$ cat src/sv/tswsc_pkg.sv
// Shared types, character constants and class codes for the text counter.
package tswsc_pkg;

	// Default width of the sentence, word and syllable totals.
	localparam int unsigned COUNT_WIDTH_DEF = 32;

	// Width of the result fields on the output channel.
	localparam int unsigned OUT_WIDTH = 32;

	// Width of the syllable count of the word that is still open.
	localparam int unsigned PEND_WIDTH = 16;

	// Character codes the classifier looks for, after folding to upper case.
	localparam logic [7:0] CH_A     = 8'h41;
	localparam logic [7:0] CH_E     = 8'h45;
	localparam logic [7:0] CH_I     = 8'h49;
	localparam logic [7:0] CH_M     = 8'h4D;
	localparam logic [7:0] CH_O     = 8'h4F;
	localparam logic [7:0] CH_U     = 8'h55;
	localparam logic [7:0] CH_Y     = 8'h59;
	localparam logic [7:0] CH_SPACE = 8'h20;
	localparam logic [7:0] CH_LF    = 8'h0A;
	localparam logic [7:0] CH_COMMA = 8'h2C;
	localparam logic [7:0] CH_NUL   = 8'h00;
	localparam logic [7:0] CH_DOT   = 8'h2E;
	localparam logic [7:0] CH_BANG  = 8'h21;
	localparam logic [7:0] CH_QUEST = 8'h3F;
	localparam logic [7:0] CH_EOF   = 8'hFF;
	localparam logic [7:0] CH_LO_A  = 8'h61;
	localparam logic [7:0] CH_LO_Z  = 8'h7A;
	localparam logic [7:0] CASE_OFS = 8'h20;

	// Character classes. START only appears as the previous class of a fresh text.
	typedef enum logic [2:0] {
		CLS_START = 3'd0,
		CLS_VOWEL = 3'd1,
		CLS_OTHER = 3'd2,
		CLS_E     = 3'd3,
		CLS_SEP   = 3'd4
	} char_cls_t;

	// What the classifier tells the counting logic about one byte.
	typedef struct packed {
		char_cls_t cls;
		logic      is_term;
		logic      is_m;
		logic      is_eof;
		logic      is_nul;
	} char_info_t;

endpackage

$ cat src/sv/tswsc_text_if.sv
// Valid/ready channel that carries one text byte per request.
interface tswsc_text_if;
	logic       valid;
	logic       ready;
	logic [7:0] text_byte;
	logic       end_of_text;

	modport source (output valid, output text_byte, output end_of_text, input ready);
	modport sink   (input valid, input text_byte, input end_of_text, output ready);
endinterface

$ cat src/sv/tswsc_count_if.sv
// Valid/ready channel that carries the totals of one finished text per request.
interface tswsc_count_if;
	logic                               valid;
	logic                               ready;
	logic [tswsc_pkg::OUT_WIDTH-1:0]    sentence_count;
	logic [tswsc_pkg::OUT_WIDTH-1:0]    word_count;
	logic [tswsc_pkg::OUT_WIDTH-1:0]    syllable_count;

	modport source (output valid, output sentence_count, output word_count,
		output syllable_count, input ready);
	modport sink   (input valid, input sentence_count, input word_count,
		input syllable_count, output ready);
endinterface

$ cat src/sv/tswsc_classify.sv
// Case folding and character classification of one text byte.
module tswsc_classify (
	input  logic [7:0]            text_byte,
	input  logic                  end_of_text,
	output tswsc_pkg::char_info_t info
);

	logic       eof;
	logic [7:0] ch;

	assign eof = end_of_text || (text_byte == tswsc_pkg::CH_EOF);

	always_comb begin
		if (eof) begin
			ch = tswsc_pkg::CH_EOF;
		end else if (text_byte >= tswsc_pkg::CH_LO_A && text_byte <= tswsc_pkg::CH_LO_Z) begin
			ch = text_byte - tswsc_pkg::CASE_OFS;
		end else begin
			ch = text_byte;
		end
	end

	always_comb begin
		if (eof) begin
			info.cls = tswsc_pkg::CLS_OTHER;
		end else if (ch == tswsc_pkg::CH_A || ch == tswsc_pkg::CH_I || ch == tswsc_pkg::CH_O
				|| ch == tswsc_pkg::CH_U || ch == tswsc_pkg::CH_Y) begin
			info.cls = tswsc_pkg::CLS_VOWEL;
		end else if (ch == tswsc_pkg::CH_E) begin
			info.cls = tswsc_pkg::CLS_E;
		end else if (ch == tswsc_pkg::CH_SPACE || ch == tswsc_pkg::CH_LF
				|| ch == tswsc_pkg::CH_COMMA || ch == tswsc_pkg::CH_NUL
				|| ch == tswsc_pkg::CH_DOT || ch == tswsc_pkg::CH_BANG
				|| ch == tswsc_pkg::CH_QUEST) begin
			info.cls = tswsc_pkg::CLS_SEP;
		end else begin
			info.cls = tswsc_pkg::CLS_OTHER;
		end
		info.is_term = (ch == tswsc_pkg::CH_DOT) || (ch == tswsc_pkg::CH_BANG)
			|| (ch == tswsc_pkg::CH_QUEST);
		info.is_m    = (ch == tswsc_pkg::CH_M);
		info.is_eof  = eof;
		info.is_nul  = !eof && (ch == tswsc_pkg::CH_NUL);
	end

endmodule

$ cat src/sv/text_syllable_word_sentence_counter_unit.sv
// Top level of the text syllable, word and sentence counter.
//
//   channel    | modport | payload                                    | per request
//   -----------+---------+--------------------------------------------+----------------------
//   text_in    | sink    | text_byte[7:0], end_of_text                | one byte of text
//   count_out  | source  | sentence_count, word_count, syllable_count | totals of one text
//
// A byte is taken into the input stage when its request is accepted and is counted from there;
// a text's totals are loaded into the result register as its ending byte leaves the input
// stage, and are offered on count_out from then on.
// One byte per cycle is sustained through the single register stage before the counters,
// except while the input stage stalls. The input stage stalls only when an ending byte meets a
// result register that still holds totals not yet taken. arst_n clears all valid flags,
// the previous class and every counter at once; no clearing pass follows reset.
module text_syllable_word_sentence_counter_unit #(
	parameter int unsigned COUNT_WIDTH = tswsc_pkg::COUNT_WIDTH_DEF
) (
	input  logic              clk,
	input  logic              arst_n,
	tswsc_text_if.sink        text_in,
	tswsc_count_if.source     count_out
);

	localparam int unsigned PW = tswsc_pkg::PEND_WIDTH;
	localparam int unsigned OW = tswsc_pkg::OUT_WIDTH;

	// Input stage: the request as it arrived.
	logic       valid_s1;
	logic [7:0] byte_s1;
	logic       eot_s1;

	// Running state of the current text.
	tswsc_pkg::char_cls_t     prev_cls_q;
	logic [PW-1:0]            pend_q;
	logic [COUNT_WIDTH-1:0]   sent_q;
	logic [COUNT_WIDTH-1:0]   word_q;
	logic [COUNT_WIDTH-1:0]   syl_q;

	// Result register.
	logic          out_valid_q;
	logic [OW-1:0] out_sent_q;
	logic [OW-1:0] out_word_q;
	logic [OW-1:0] out_syl_q;

	tswsc_pkg::char_info_t info;

	logic                   done;
	logic                   s1_fire;
	logic                   syl_inc;
	logic                   word_close;
	logic                   sent_inc;
	logic [PW-1:0]          pend_inc;
	logic [COUNT_WIDTH:0]   sent_sum;
	logic [COUNT_WIDTH:0]   word_sum;
	logic [COUNT_WIDTH:0]   syl_sum;
	logic [COUNT_WIDTH-1:0] sent_n;
	logic [COUNT_WIDTH-1:0] word_n;
	logic [COUNT_WIDTH-1:0] syl_n;
	logic [PW-1:0]          pend_n;

	tswsc_classify u_classify (
		.text_byte   (byte_s1),
		.end_of_text (eot_s1),
		.info        (info)
	);

	// A text ends on NUL, on byte 255 or on the end_of_text flag.
	assign done = info.is_eof || info.is_nul;

	// The staged byte moves on unless it has totals to deliver and the result
	// register is still occupied.
	assign s1_fire       = valid_s1 && (!done || !out_valid_q || count_out.ready);
	assign text_in.ready = !valid_s1 || s1_fire;

	// Syllable rule: the pending count rises on a vowel followed by an other-class byte or a
	// separator, on an E followed by an other-class byte, and on an M after an other-class byte.
	assign syl_inc = (prev_cls_q == tswsc_pkg::CLS_VOWEL
			&& (info.cls == tswsc_pkg::CLS_OTHER || info.cls == tswsc_pkg::CLS_SEP))
		|| (prev_cls_q == tswsc_pkg::CLS_E && info.cls == tswsc_pkg::CLS_OTHER)
		|| (prev_cls_q == tswsc_pkg::CLS_OTHER && info.is_m);

	assign pend_inc = (syl_inc && pend_q != {PW{1'b1}}) ? pend_q + PW'(1) : pend_q;

	// A separator after a byte that is not a separator closes a word; the open word's syllables,
	// including any counted on this very byte, move into the total.
	assign word_close = prev_cls_q != tswsc_pkg::CLS_START
		&& prev_cls_q != tswsc_pkg::CLS_SEP && info.cls == tswsc_pkg::CLS_SEP;

	// A terminator right after a separator does not open a new sentence.
	assign sent_inc = info.is_term && prev_cls_q != tswsc_pkg::CLS_SEP;

	// Saturating totals: one spare bit catches the carry out.
	assign sent_sum = {1'b0, sent_q} + (COUNT_WIDTH+1)'(1);
	assign word_sum = {1'b0, word_q} + (COUNT_WIDTH+1)'(1);
	assign syl_sum  = {1'b0, syl_q} + (COUNT_WIDTH+1)'(pend_inc);

	always_comb begin
		sent_n = sent_q;
		word_n = word_q;
		syl_n  = syl_q;
		pend_n = pend_inc;
		if (sent_inc) begin
			sent_n = sent_sum[COUNT_WIDTH] ? {COUNT_WIDTH{1'b1}} : sent_sum[COUNT_WIDTH-1:0];
		end
		if (word_close) begin
			word_n = word_sum[COUNT_WIDTH] ? {COUNT_WIDTH{1'b1}} : word_sum[COUNT_WIDTH-1:0];
			syl_n  = syl_sum[COUNT_WIDTH] ? {COUNT_WIDTH{1'b1}} : syl_sum[COUNT_WIDTH-1:0];
			pend_n = '0;
		end
	end

	// Input stage.
	always_ff @(posedge clk or negedge arst_n) begin
		if (!arst_n) begin
			valid_s1 <= 1'b0;
		end else if (text_in.ready) begin
			valid_s1 <= text_in.valid;
		end
	end

	always_ff @(posedge clk) begin
		if (text_in.ready && text_in.valid) begin
			byte_s1 <= text_in.text_byte;
			eot_s1  <= text_in.end_of_text;
		end
	end

	// Text state: updated by every byte, cleared when a text ends.
	always_ff @(posedge clk or negedge arst_n) begin
		if (!arst_n) begin
			prev_cls_q <= tswsc_pkg::CLS_START;
			pend_q     <= '0;
			sent_q     <= '0;
			word_q     <= '0;
			syl_q      <= '0;
		end else if (s1_fire) begin
			if (done) begin
				prev_cls_q <= tswsc_pkg::CLS_START;
				pend_q     <= '0;
				sent_q     <= '0;
				word_q     <= '0;
				syl_q      <= '0;
			end else begin
				prev_cls_q <= info.cls;
				pend_q     <= pend_n;
				sent_q     <= sent_n;
				word_q     <= word_n;
				syl_q      <= syl_n;
			end
		end
	end

	// Result register: loaded with the totals of a finished text.
	always_ff @(posedge clk or negedge arst_n) begin
		if (!arst_n) begin
			out_valid_q <= 1'b0;
		end else if (s1_fire && done) begin
			out_valid_q <= 1'b1;
		end else if (count_out.ready) begin
			out_valid_q <= 1'b0;
		end
	end

	always_ff @(posedge clk) begin
		if (s1_fire && done) begin
			out_sent_q <= OW'(sent_n);
			out_word_q <= OW'(word_n);
			out_syl_q  <= OW'(syl_n);
		end
	end

	assign count_out.valid          = out_valid_q;
	assign count_out.sentence_count = out_sent_q;
	assign count_out.word_count     = out_word_q;
	assign count_out.syllable_count = out_syl_q;

endmodule
$ cat src/flat_wrapper.sv
// flat-port wrapper written by rule: the top's interface ports become plain ports
module text_syllable_word_sentence_counter_unit_flat 
#(
	parameter int unsigned COUNT_WIDTH = tswsc_pkg::COUNT_WIDTH_DEF
)
  (clk, arst_n, text_in_valid, text_in_text_byte, text_in_end_of_text, text_in_ready, count_out_valid, count_out_sentence_count, count_out_word_count, count_out_syllable_count, count_out_ready);
  tswsc_text_if text_in_i ();
  tswsc_count_if count_out_i ();
  input  logic clk;
  input  logic arst_n;
  input wire logic [$bits(text_in_i.valid)-1:0] text_in_valid;
  input wire logic [$bits(text_in_i.text_byte)-1:0] text_in_text_byte;
  input wire logic [$bits(text_in_i.end_of_text)-1:0] text_in_end_of_text;
  output wire logic [$bits(text_in_i.ready)-1:0] text_in_ready;
  output wire logic [$bits(count_out_i.valid)-1:0] count_out_valid;
  output wire logic [$bits(count_out_i.sentence_count)-1:0] count_out_sentence_count;
  output wire logic [$bits(count_out_i.word_count)-1:0] count_out_word_count;
  output wire logic [$bits(count_out_i.syllable_count)-1:0] count_out_syllable_count;
  input wire logic [$bits(count_out_i.ready)-1:0] count_out_ready;
  assign text_in_i.valid = text_in_valid;
  assign text_in_i.text_byte = text_in_text_byte;
  assign text_in_i.end_of_text = text_in_end_of_text;
  assign text_in_ready = text_in_i.ready;
  assign count_out_valid = count_out_i.valid;
  assign count_out_sentence_count = count_out_i.sentence_count;
  assign count_out_word_count = count_out_i.word_count;
  assign count_out_syllable_count = count_out_i.syllable_count;
  assign count_out_i.ready = count_out_ready;
  text_syllable_word_sentence_counter_unit #(.COUNT_WIDTH(COUNT_WIDTH)) u_core (.clk(clk), .arst_n(arst_n), .text_in(text_in_i), .count_out(count_out_i));
endmodule
$ cat config.mk
export PLATFORM = sky130hd
export DESIGN_NAME = text_syllable_word_sentence_counter_unit_flat
export DESIGN_NICKNAME = d
export VERILOG_FILES = /design/src/sv/tswsc_pkg.sv /design/src/sv/tswsc_text_if.sv /design/src/sv/tswsc_count_if.sv /design/src/sv/tswsc_classify.sv /design/src/sv/text_syllable_word_sentence_counter_unit.sv /design/src/flat_wrapper.sv
export SDC_FILE = /design/constraint.sdc
export NUM_CORES = 1
export LEC_CHECK = 0
export ABC_AREA = 1
export BUFFER_PORTS_ARGS = -buffer_cell sky130_fd_sc_hd__clkbuf_2
export CAP_MARGIN = 20
export CORE_UTILIZATION = 55
export DETAILED_ROUTE_END_ITERATION = 10
export PLACE_DENSITY = 0.74
export SKIP_CTS_REPAIR_TIMING = 1
export SYNTH_ARGS = -nofsm -noshare
export SYNTH_HDL_FRONTEND = slang
export SYNTH_SLANG_ARGS = --single-unit
export TNS_END_PERCENT = 20
$ cat constraint.sdc
create_clock -name clk -period 7.1 [get_ports clk]
set_clock_uncertainty 0.2 [all_clocks]
set_input_delay 1.065 -clock clk [delete_from_list [all_inputs] [get_ports clk]]
set_output_delay 1.065 -clock clk [all_outputs]
set_load 0.02 [all_outputs]
# Yosys cells after proc, flatten, opt, wreduce, memory -nomap -nowiden
# Index checks and enable logic that the tools add are counted.
[word_totals]
regBits = 222
inputBits = 13
output_inout_bits = 98
wordCells = 100
[classes]
addsub = 5
order_cmp = 2
eq_ne = 21
mux = 21
n_reduce_logical = 39
[ops]
columns = ["cell", "count"]
rows = [
  ["$mux 32", 9],
  ["$add 32x1->33 const B", 2],
  ["$eq 8x7->1 const B", 7],
  ["$mux 16", 3],
  ["$eq 8x6->1 const B", 5],
  ["$add 32x16->33", 1],
  ["$logic_or 1x1->1", 20],
  ["$add 16x1->16 const B", 1],
  ["$mux 8", 2],
  ["$ne 16x16->1 const B", 1],
  ["$mux 3", 5],
  ["$logic_and 1x1->1", 12],
  ["$eq 3x2->1 const B", 3],
  ["$eq 8x4->1 const B", 1],
  ["$eq 8x8->1 const B", 1],
  ["$ge 8x7->1 const B", 1],
  ["$le 8x7->1 const B", 1],
  ["$logic_not 8->1", 1],
  ["$sub 8x6->8 const B", 1],
  ["$logic_not 1->1", 4],
  ["$eq 3x1->1 const B", 1],
  ["$eq 3x3->1 const B", 1],
  ["$ne 3x3->1 const B", 1],
  ["$reduce_bool 3->1", 1],
  ["2 further kinds", 3],
]

# Logic depth before layout (Yosys ltp)
# Gate-level depths: netlist of the first run.
[depth]
ltp_word = 26
depth_mapped = 38
depth_no_buf = 37

# By module
# A second synthesis of the first run with hierarchy kept.
[hier_totals]
cells_unflattened = 1768
area_unflattened_um2 = 13452.9
[modules_own_cells]
columns = ["mod", "n_inst", "cells_per_inst", "area_per_inst_um2", "seq_area_each_um2"]
rows = [
  ["text_syllable_word_sentence_counter_unit", 1, 1689, 13018.7, 6080.8],
  ["tswsc_classify", 1, 79, 434.2, 0.0],
]

# Least setup slack after synthesis of the first run
# OpenSTA, ideal clock, no wires.
[synth_path]
kind = "reg2reg"
start = "register u_core.byte_s1[1]"
end = "register u_core.out_sent_q[0] (netlist: u_core.count_out.sentence_count[0]) (enable)"
setup_time_ns = 0.450
t_arrival_ns = 3.777
t_required_ns = 6.450
path_slack_ns = 2.673
path_stages_with_launch = 14
path_buffers = 2
period_less_slack_ns = 4.427
cell_sequence = "edfxtp_1 > nand2_1 > nand2_1 > a21oi_2 > nand3_1 > nand2_1 > nor2_2 > nand2_1 > o21ai_2 > a31oi_1 > buf_2 > buf_2 > nand2_1 > inv_1"
[synth_between]
elab_chain_cells = 12
word_cells_on_any_way = 17
classes_between = "1 x add/sub; 2 x order compare; 1 x eq/ne; 2 x mux; 11 x reduce/logical"
[synth_rtl]
columns = ["item", "line_no", "text"]
rows = [
  ["start, declared", "text_syllable_word_sentence_counter_unit.sv:29", "logic [7:0] byte_s1;"],
  ["start signal, assigned", "text_syllable_word_sentence_counter_unit.sv:123", "byte_s1 <= text_in.text_byte;"],
  ["$ge 8x7->1 / $le 8x7->1 (equally long branches)", "tswsc_classify.sv:16", "end else if (text_byte >= tswsc_pkg::CH_LO_A && text_byte <= tswsc_pkg::CH_LO_Z) begin"],
  ["$logic_and 1x1->1", "tswsc_classify.sv:16", ""],
  ["$mux 8", "tswsc_classify.sv:16", ""],
  ["$mux 8", "tswsc_classify.sv:14", "if (eof) begin"],
  ["$logic_not 8->1", "tswsc_classify.sv:43", "info.is_nul = !eof && (ch == tswsc_pkg::CH_NUL);"],
  ["$logic_and 1x1->1", "tswsc_classify.sv:43", ""],
  ["$logic_or 1x1->1 *", "text_syllable_word_sentence_counter_unit.sv:68", "assign done = info.is_eof || info.is_nul;"],
  ["$logic_not 1->1", "text_syllable_word_sentence_counter_unit.sv:72", "assign s1_fire = valid_s1 && (!done || !out_valid_q || count_out.ready);"],
  ["$logic_or 1x1->1 (2 in series)", "text_syllable_word_sentence_counter_unit.sv:72", ""],
  ["$logic_and 1x1->1", "text_syllable_word_sentence_counter_unit.sv:72", ""],
  ["$logic_and 1x1->1 *", "text_syllable_word_sentence_counter_unit.sv:165", "if (s1_fire && done) begin"],
  ["end signal, assigned", "text_syllable_word_sentence_counter_unit.sv:166", "out_sent_q <= OW'(sent_n);"],
  ["end, declared", "text_syllable_word_sentence_counter_unit.sv:41", "logic [OW-1:0] out_sent_q;"],
]
# Mark *: on every way between the ends. The rest lies on a longest branch, timed or not.
# A chain may end at the register's enable or synchronous reset.

# Worst setup path after layout of the first run
[layout_path]
start = "register u_core.byte_s1[1]"
end = "register u_core.out_syl_q[11] (netlist: u_core.count_out.syllable_count[11]) (data pin)"
[layout_between]
elab_chain_cells = 25
word_cells_on_any_way = 50
classes_between = "2 x add/sub; 2 x order compare; 16 x eq/ne; 9 x mux; 21 x reduce/logical"
[layout_rtl]
columns = ["item", "line_no", "text"]
rows = [
  ["$ge 8x7->1 / $le 8x7->1 (equally long branches)", "tswsc_classify.sv:16", ""],
  ["$logic_and 1x1->1", "tswsc_classify.sv:16", ""],
  ["$mux 8", "tswsc_classify.sv:16", ""],
  ["$mux 8", "tswsc_classify.sv:14", ""],
  ["$eq 8x6->1 / $eq 8x4->1 (equally long branches)", "tswsc_classify.sv:31", "end else if (ch == tswsc_pkg::CH_SPACE || ch == tswsc_pkg::CH_LF"],
  ["$logic_or 1x1->1", "tswsc_classify.sv:31", ""],
  ["$logic_or 1x1->1 (2 in series)", "tswsc_classify.sv:32", "|| ch == tswsc_pkg::CH_COMMA || ch == tswsc_pkg::CH_NUL"],
  ["$logic_or 1x1->1 (2 in series)", "tswsc_classify.sv:33", "|| ch == tswsc_pkg::CH_DOT || ch == tswsc_pkg::CH_BANG"],
  ["(+8 left out)", "-", ""],
  ["$logic_or 1x1->1", "text_syllable_word_sentence_counter_unit.sv:79", "|| (prev_cls_q == tswsc_pkg::CLS_E && info.cls == tswsc_pkg::CLS_OTHER)"],
  ["$logic_or 1x1->1", "text_syllable_word_sentence_counter_unit.sv:80", "|| (prev_cls_q == tswsc_pkg::CLS_OTHER && info.is_m);"],
  ["$logic_and 1x1->1", "text_syllable_word_sentence_counter_unit.sv:82", "assign pend_inc = (syl_inc && pend_q != {PW{1'b1}}) ? pend_q + PW'(1) : pend_q;"],
  ["$mux 16", "text_syllable_word_sentence_counter_unit.sv:82", ""],
  ["$add 32x16->33", "text_syllable_word_sentence_counter_unit.sv:95", "assign syl_sum = {1'b0, syl_q} + (COUNT_WIDTH+1)'(pend_inc);"],
  ["$mux 32", "text_syllable_word_sentence_counter_unit.sv:107", "syl_n = syl_sum[COUNT_WIDTH] ? {COUNT_WIDTH{1'b1}} : syl_sum[COUNT_WIDTH-1:0];"],
  ["$mux 32 *", "text_syllable_word_sentence_counter_unit.sv:105", "if (word_close) begin"],
  ["named net u_core.syl_n[11]", "text_syllable_word_sentence_counter_unit.sv:58", "logic [COUNT_WIDTH-1:0] syl_n;"],
  ["end signal, assigned", "text_syllable_word_sentence_counter_unit.sv:168", "out_syl_q <= OW'(syl_n);"],
  ["end, declared", "text_syllable_word_sentence_counter_unit.sv:43", "logic [OW-1:0] out_syl_q;"],
]
# Mark *: on every way through the listed nets, which the timed path passes. The rest lies on a longest branch.

==> results_dict.tcl, run 1 <==
set metrics [dict create \
    outcome "completed" \
    firstDrtPassIters 5 \
    hold_start "u_core.pend_q[15]" \
    fin_crit_sh 0.7969 \
    syn_avg_cell_area_um2 8.149 \
    synth_ff_type "dfrtp_1" \
    synth_seq_cells 222 \
    reg2reg_slack_ns 1.44 \
    cts-htree-levels 1 \
    yosys.area.top_type "edfxtp_1" \
    antenna_found_initial 0 \
    wl_per_cell_um 15.92 \
    routed-via-count 11240 \
    clock.fmax_ghz 0.1767 \
    min_to "u_core.pend_q[15]" \
    fin_crit_ns 5.658 \
    reg2reg_to "u_core.count_out.syllable_count[11]" \
    timing.hold.ws_ns 0.2827 \
    yosysSeqAreaShare 0.4632 \
    setup_tns_ns 0 \
    first_iter_violations 963 \
    synth.distinct_cells 44 \
    finalPower_w 0.003022 \
    r2r_cells 33 \
    worstPathMaxFanout 18 \
    drtAntennaViolNets 0 \
    vias_per_cell 5.501 \
    ys_warn_count 0 \
    cp_slowest_stage_delay_ns 0.44 \
    syn2layout_area_growth_pct 12.14 \
    numCtsBuffers 26 \
    clk_latency_ns 0.54 \
    cp.required_ns 7.19 \
    rsz0062_at_grt "no" \
    port_buffers 110 \
    floorplan.initialDensity 0.5593 \
    hold_depth 2 \
    layoutNonFillerInstCount 2043 \
    grtUsageTotal 0.2702 \
    critPathArrivalTime_ns 5.74 \
    p_seq_frac 0.469 \
    switchingPower_w 0.0007525 \
    crit_buf_inv 5 \
    drc_errors 0 \
    intPower_w 0.002269 \
    synth_fp_nets 1645 \
    dieArea_um2 24490 \
    pwr-share-comb 0.086 \
    synthArstFlopShare 0.5270 \
    post-place-cells 1995 \
    pin_count 111 \
    drv_cap 0 \
    synth_top_area_frac 0.2402 \
    drv_slew 0 \
    core_um2 23470 \
    synthCells 1611 \
    hpwl_mm 23.32 \
    setup_violations 0 \
    grt_pass1_wl_mm 52.70 \
    syn_area_um2 13130 \
    num_rows 56 \
    grt_pass1_vias 10640 \
    synth.area.top_cells "edfxtp_1 24%, dfrtp_1 22%, nand2_1 11%, inv_1 6.0%, xor2_1 5.7%" \
    worst_slew_pin_slew_ns 1.084 \
    slowest_stage "edfxtp_1" \
    die_y_um 156.5 \
    p_leak_nw 6.577 \
    holdCritPathClass "register to register" \
    drive_gt1_frac 0.1456 \
    r2r-start "u_core.byte_s1[1]" \
    irDropWorstVdd_mv 0.1886 \
    cp_top_family "simple AND/OR/NAND/NOR gates" \
    synth-edff-count 105 \
    die_w_um 156.5 \
    tritoncts "done" \
    nets 1738 \
    routed_wl_mm 32.52 \
    clockPowerShare 0.445 \
    hold_viol 0 \
    clk_path_buf_depth 3 \
    gp_congestion 0.9743 \
    p_per_area_nw_per_um2 205.2 \
    cp-start-kind "register" \
    cts_sinks 222 \
    slew_headroom 0.2774 \
    path_clk_slew_ns 0.06 \
    grt_max_degree 94 \
    crit_top_cell "nand2_1" \
    critPathKind "register to register" \
    switching_share 0.2490 \
    cts-root-buf "clkbuf_16" \
    antenna_cells 0 \
    critPathCaptureType "register" \
    overflow 0 \
]
==> routing by layer <==
layer  part of all wire  track usage
met3              0.052      0.03434
met1               0.45       0.3703
met4              0.039       0.1032
met5                  0            0
met2               0.46       0.4373
==> placed cells by master (no fill, tap or decap), types with 3 or more instances in the layout <==
master | Yosys | layout
a21o_1 | 3 | 3
a21oi_1 | 20 | 20
buf_4 | 3 | 10
bufinv_16 | 0 | 3
clkbuf_1 | 12 | 6
clkbuf_16 | 0 | 26
clkbuf_2 | 4 | 109
clkinv_2 | 0 | 3
dfrtp_1 | 117 | 117
edfxtp_1 | 105 | 105
ha_1 | 20 | 20
inv_1 | 210 | 209
nand2_1 | 396 | 396
nand2_2 | 7 | 7
nand3_1 | 89 | 89
nand3b_1 | 3 | 3
nand4_1 | 17 | 17
nor2_1 | 100 | 98
nor2_2 | 2 | 3
nor3_1 | 51 | 51
nor4_1 | 21 | 20
o21ai_0 | 106 | 106
o21ai_1 | 93 | 93
o21ai_2 | 65 | 65
o21bai_1 | 4 | 4
o22ai_1 | 13 | 13
o31ai_1 | 3 | 3
or2_2 | 4 | 4
xnor2_1 | 4 | 4
xor2_1 | 85 | 85
==> stage by stage <==
stage | cell area [um2] | utilization | setup slack (ns)
5_1_grt | 14720 | 0.6272 | 0.8432
6_report | 14720 | 0.6272 | 1.442
4_1_cts | 14720 | 0.6272 | 1.472
3_5_place_dp | 13850 | 0.5901 | 1.503
3_3_place_gp | 13850 | 0.5901 | 1.713
2_1_floorplan | 13130 | - | 2.673
==> worst reg2reg max path, delay by kind of cell, from the launching register on <==
family | cells | cell delay [ns]
AO/OA/AOI/OAI | 4 | 0.97
AND/OR/NAND/NOR | 22 | 2.80
flip-flops | 1 | 0.44
adder cells (fa/ha/maj) | 2 | 0.40
buffers and inverters | 5 | 0.59
==> cells in the mapped netlist (all sizes together) (2+ instances only) <==
| cell type | instances |
|---|---|
| o21bai | 4 |
| a21o | 3 |
| xnor2 | 4 |
| dfrtp | 117 |
| a21oi | 21 |
| nand3b | 3 |
| nor2 | 103 |
| inv | 213 |
| o21a | 2 |
| o31ai | 3 |
| nor3 | 53 |
| clkbuf | 16 |
| nor4 | 21 |
| edfxtp | 105 |
| a21boi | 2 |
| nand2 | 403 |
| or2 | 4 |
| buf | 38 |
| xor2 | 85 |
| o21ai | 265 |
| nand3 | 89 |
| nand4 | 17 |
| ha | 20 |
| o22ai | 13 |
==> power groups by stage <==
stage	sequential (W)	combinational (W)	clock (W)
4_1_cts	0.00142	0.000261	0.00136
3_5_place_dp	0.00144	0.000260	0
3_3_place_gp	0.00144	0.000256	0
2_1_floorplan	0.00146	0.000153	0
6_report	0.00142	0.000260	0.00135
5_1_grt	0.00142	0.000288	0.00141
==> state kept, by name (all words and copies together) (netlist names), 3 cells and up <==
signal and flops:
u_core.count_out.word_count 32, u_core.prev_cls_q 3, u_core.pend_q 16, u_core.count_out.sentence_count 32
u_core.count_out.syllable_count 32, u_core.byte_s1 8, u_core.sent_q 32, u_core.word_q 32
u_core.syl_q 32
==> cell families (layout without fill, tap and decap cells) <==
group,after synthesis,after routing,share of synthesized area
AOI/OAI and AO/OA,317,317,0.1453
xor gates and xnor gates,89,89,0.05937
buffers and inverters,267,380,0.08634
and+or+nand+nor,695,695,0.2252
DFF,222,222,0.4632
adders and majority gates,21,21,0.02059
==> cell type report <==
type                    count  area [um2]
fillers                  2038        8750
clock buffers              34       700.7
flip-flops and latches    222        6081
repair buffers            119       620.6
clock inverters            14       171.4
well taps                 319       399.1
multi-input cells        1122        5946
inverters                 213       804.5
==> how the worst max path moves through the flow <==
stage / startpoint / slack, ns / depth (start not counted) / endpoint
floorplan: u_core.byte_s1[1] / 2.67 / 13 / u_core.count_out.sentence_count[0]
global placement: u_core.byte_s1[1] / 1.71 / 33 / u_core.count_out.syllable_count[11]
detailed placement: u_core.byte_s1[1] / 1.50 / 33 / u_core.count_out.syllable_count[11]
CTS: u_core.byte_s1[1] / 1.47 / 33 / u_core.count_out.syllable_count[11]
global route: u_core.byte_s1[2] / 0.84 / 33 / u_core.count_out.syllable_count[11]
finish: u_core.byte_s1[1] / 1.44 / 33 / u_core.count_out.syllable_count[11]
(Power assumes the default switching activity.)
==> run 2, diff against run 1 <==
Clock period 7.1 ns to 5.4 ns, I/O delays scaled along.
==> results_dict.tcl, run 2 (synthesized netlist as in run 1, its figures left out) <==
set metrics [dict create \
    outcome "completed" \
    nets 1752 \
    first_iter_violations 814 \
    vias_per_cell 5.490 \
    path_clk_slew_ns 0.06 \
    worstPathMaxFanout 11 \
    drc_errors 0 \
    dieArea_um2 24490 \
    tritoncts "done" \
    slew_headroom 0.3160 \
    cts-htree-levels 1 \
    setup_tns_ns 0 \
    drive_gt1_frac 0.1531 \
    cp.required_ns 5.64 \
    grt_pass1_vias 10780 \
    floorplan.initialDensity 0.5593 \
    p_per_area_nw_per_um2 267.9 \
    routed-via-count 11290 \
    cts-root-buf "clkbuf_16" \
    port_buffers 110 \
    clk_latency_ns 0.53 \
    cts_sinks 222 \
    overflow 0 \
    grtUsageTotal 0.2795 \
    drtAntennaViolNets 0 \
    critPathKind "register to register" \
    core_um2 23470 \
    grt_max_degree 87 \
    grt_pass1_wl_mm 54.19 \
    p_leak_nw 6.662 \
    fin_crit_sh 0.9005 \
    antenna_cells 0 \
    firstDrtPassIters 5 \
    drv_cap 0 \
    worst_slew_pin_slew_ns 1.026 \
    hold_viol 0 \
    clk_path_buf_depth 3 \
    finalInstanceArea_um2 14880 \
    critPathArrivalTime_ns 5.11 \
    hpwl_mm 23.99 \
    holdCritPathClass "input pin to register" \
    wl_per_cell_um 16.41 \
    num_rows 56 \
    layout_commonest_cell "nand2_1" \
    crit_top_cell "nand2_1" \
    die_w_um 156.5 \
    routed_wl_mm 33.75 \
    layoutNonFillerInstCount 2056 \
    drv_slew 0 \
    gp_congestion 0.9369 \
    critPathCaptureType "register" \
    clock.fmax_ghz 0.2056 \
    setup_violations 0 \
    fin_crit_ns 4.863 \
    placed_area_um2 13920 \
    slowest_stage "edfxtp_1" \
    irDropWorstVdd_mv 0.2500 \
    numCtsBuffers 25 \
    final_cell_mix "395 x nand2_1, 209 x inv_1, 117 x dfrtp_1" \
    die_y_um 156.5 \
    post-place-cells 2002 \
    cp-start-kind "register" \
    syn2layout_area_growth_pct 13.37 \
    antenna_found_initial 0 \
    pin_count 111 \
    cp_slowest_stage_delay_ns 0.46 \
    rsz0062_at_grt "no" \
]
[run 2: cell types whose count changed in the layout (fill, tap and decap cells not counted), sizes merged]
cell         delta
inv             -1
clkinv          -2
dlygate4sd3     +1
bufinv          +1
clkbuf          -1
clkinvlp        +1
buf            +14
[run 2: layout make-up]
type,count,area [um2]
sequential,222,6081
tap,319,399.1
inverter,213,804.5
multi-input combinational,1122,5973
clock buffer,33,686.9
clock inverter,13,171.4
timing repair buffer,134,768.2
fill,1973,8588
[run 2: through the flow]
step | total power (W) | hold WS [ns] | utilization | setup WS, ns
floorplan | 0.002121 | 0.2491 | - | 0.9733
global placement | 0.002231 | 0.2626 | 0.5929 | 0.3159
detailed placement | 0.002238 | 0.2737 | 0.5929 | 0.2097
CTS | 0.004015 | 0.2432 | 0.6294 | 0.2030
global route | 0.004128 | 0.2377 | 0.6341 | 0.002068
finish | 0.003987 | 0.2600 | 0.6341 | 0.5374
[run 2: metal layers]
layer / vias up / global-route usage / wire length (um)
met5: - / 0 / 0
met4: 0 / 0.07283 / 648
met3: 50 / 0.04182 / 2037
met2: 375 / 0.4647 / 16050
met1: 5314 / 0.3815 / 15020
li1: 5548 / - / -
[run 2: path summary, 6_finish.rpt]
kind | start | endpoint | slack (ns) | depth (start not counted)
setup / recovery | u_core.byte_s1[1] | u_core.syl_q[25] | 0.54 | 33
setup reg to reg | u_core.byte_s1[1] | u_core.syl_q[25] | 0.54 | 33
hold / removal | text_in_text_byte[7] | u_core.byte_s1[7] | 0.26 | 1
hold reg to reg | u_core.pend_q[15] | u_core.pend_q[15] | 0.28 | 2
max in group asynchronous | arst_n | u_core.word_q[7] | 3.74 | 3
min in group asynchronous | arst_n | u_core.word_q[29] | 0.46 | 2
[run 2: worst max-delay path: cells and delay by family (launching register included)]
family,cells,cell delay [ns]
DFF,1,0.46
adders and majority gates,1,0.34
and+or+nand+nor,26,2.70
buffers and inverters,1,0.06
AOI/OAI and AO/OA,5,0.99
[run 2: power breakdown]
part	total (W)	leakage [nW]	switching [W]	internal (W)
logic	0.000348	3.62	0.000252	0.0000963
registers	0.00186	2.62	0.0000344	0.00183
clock network	0.00178	0.415	0.000691	0.00109
total	0.00399	6.66	0.000977	0.00301
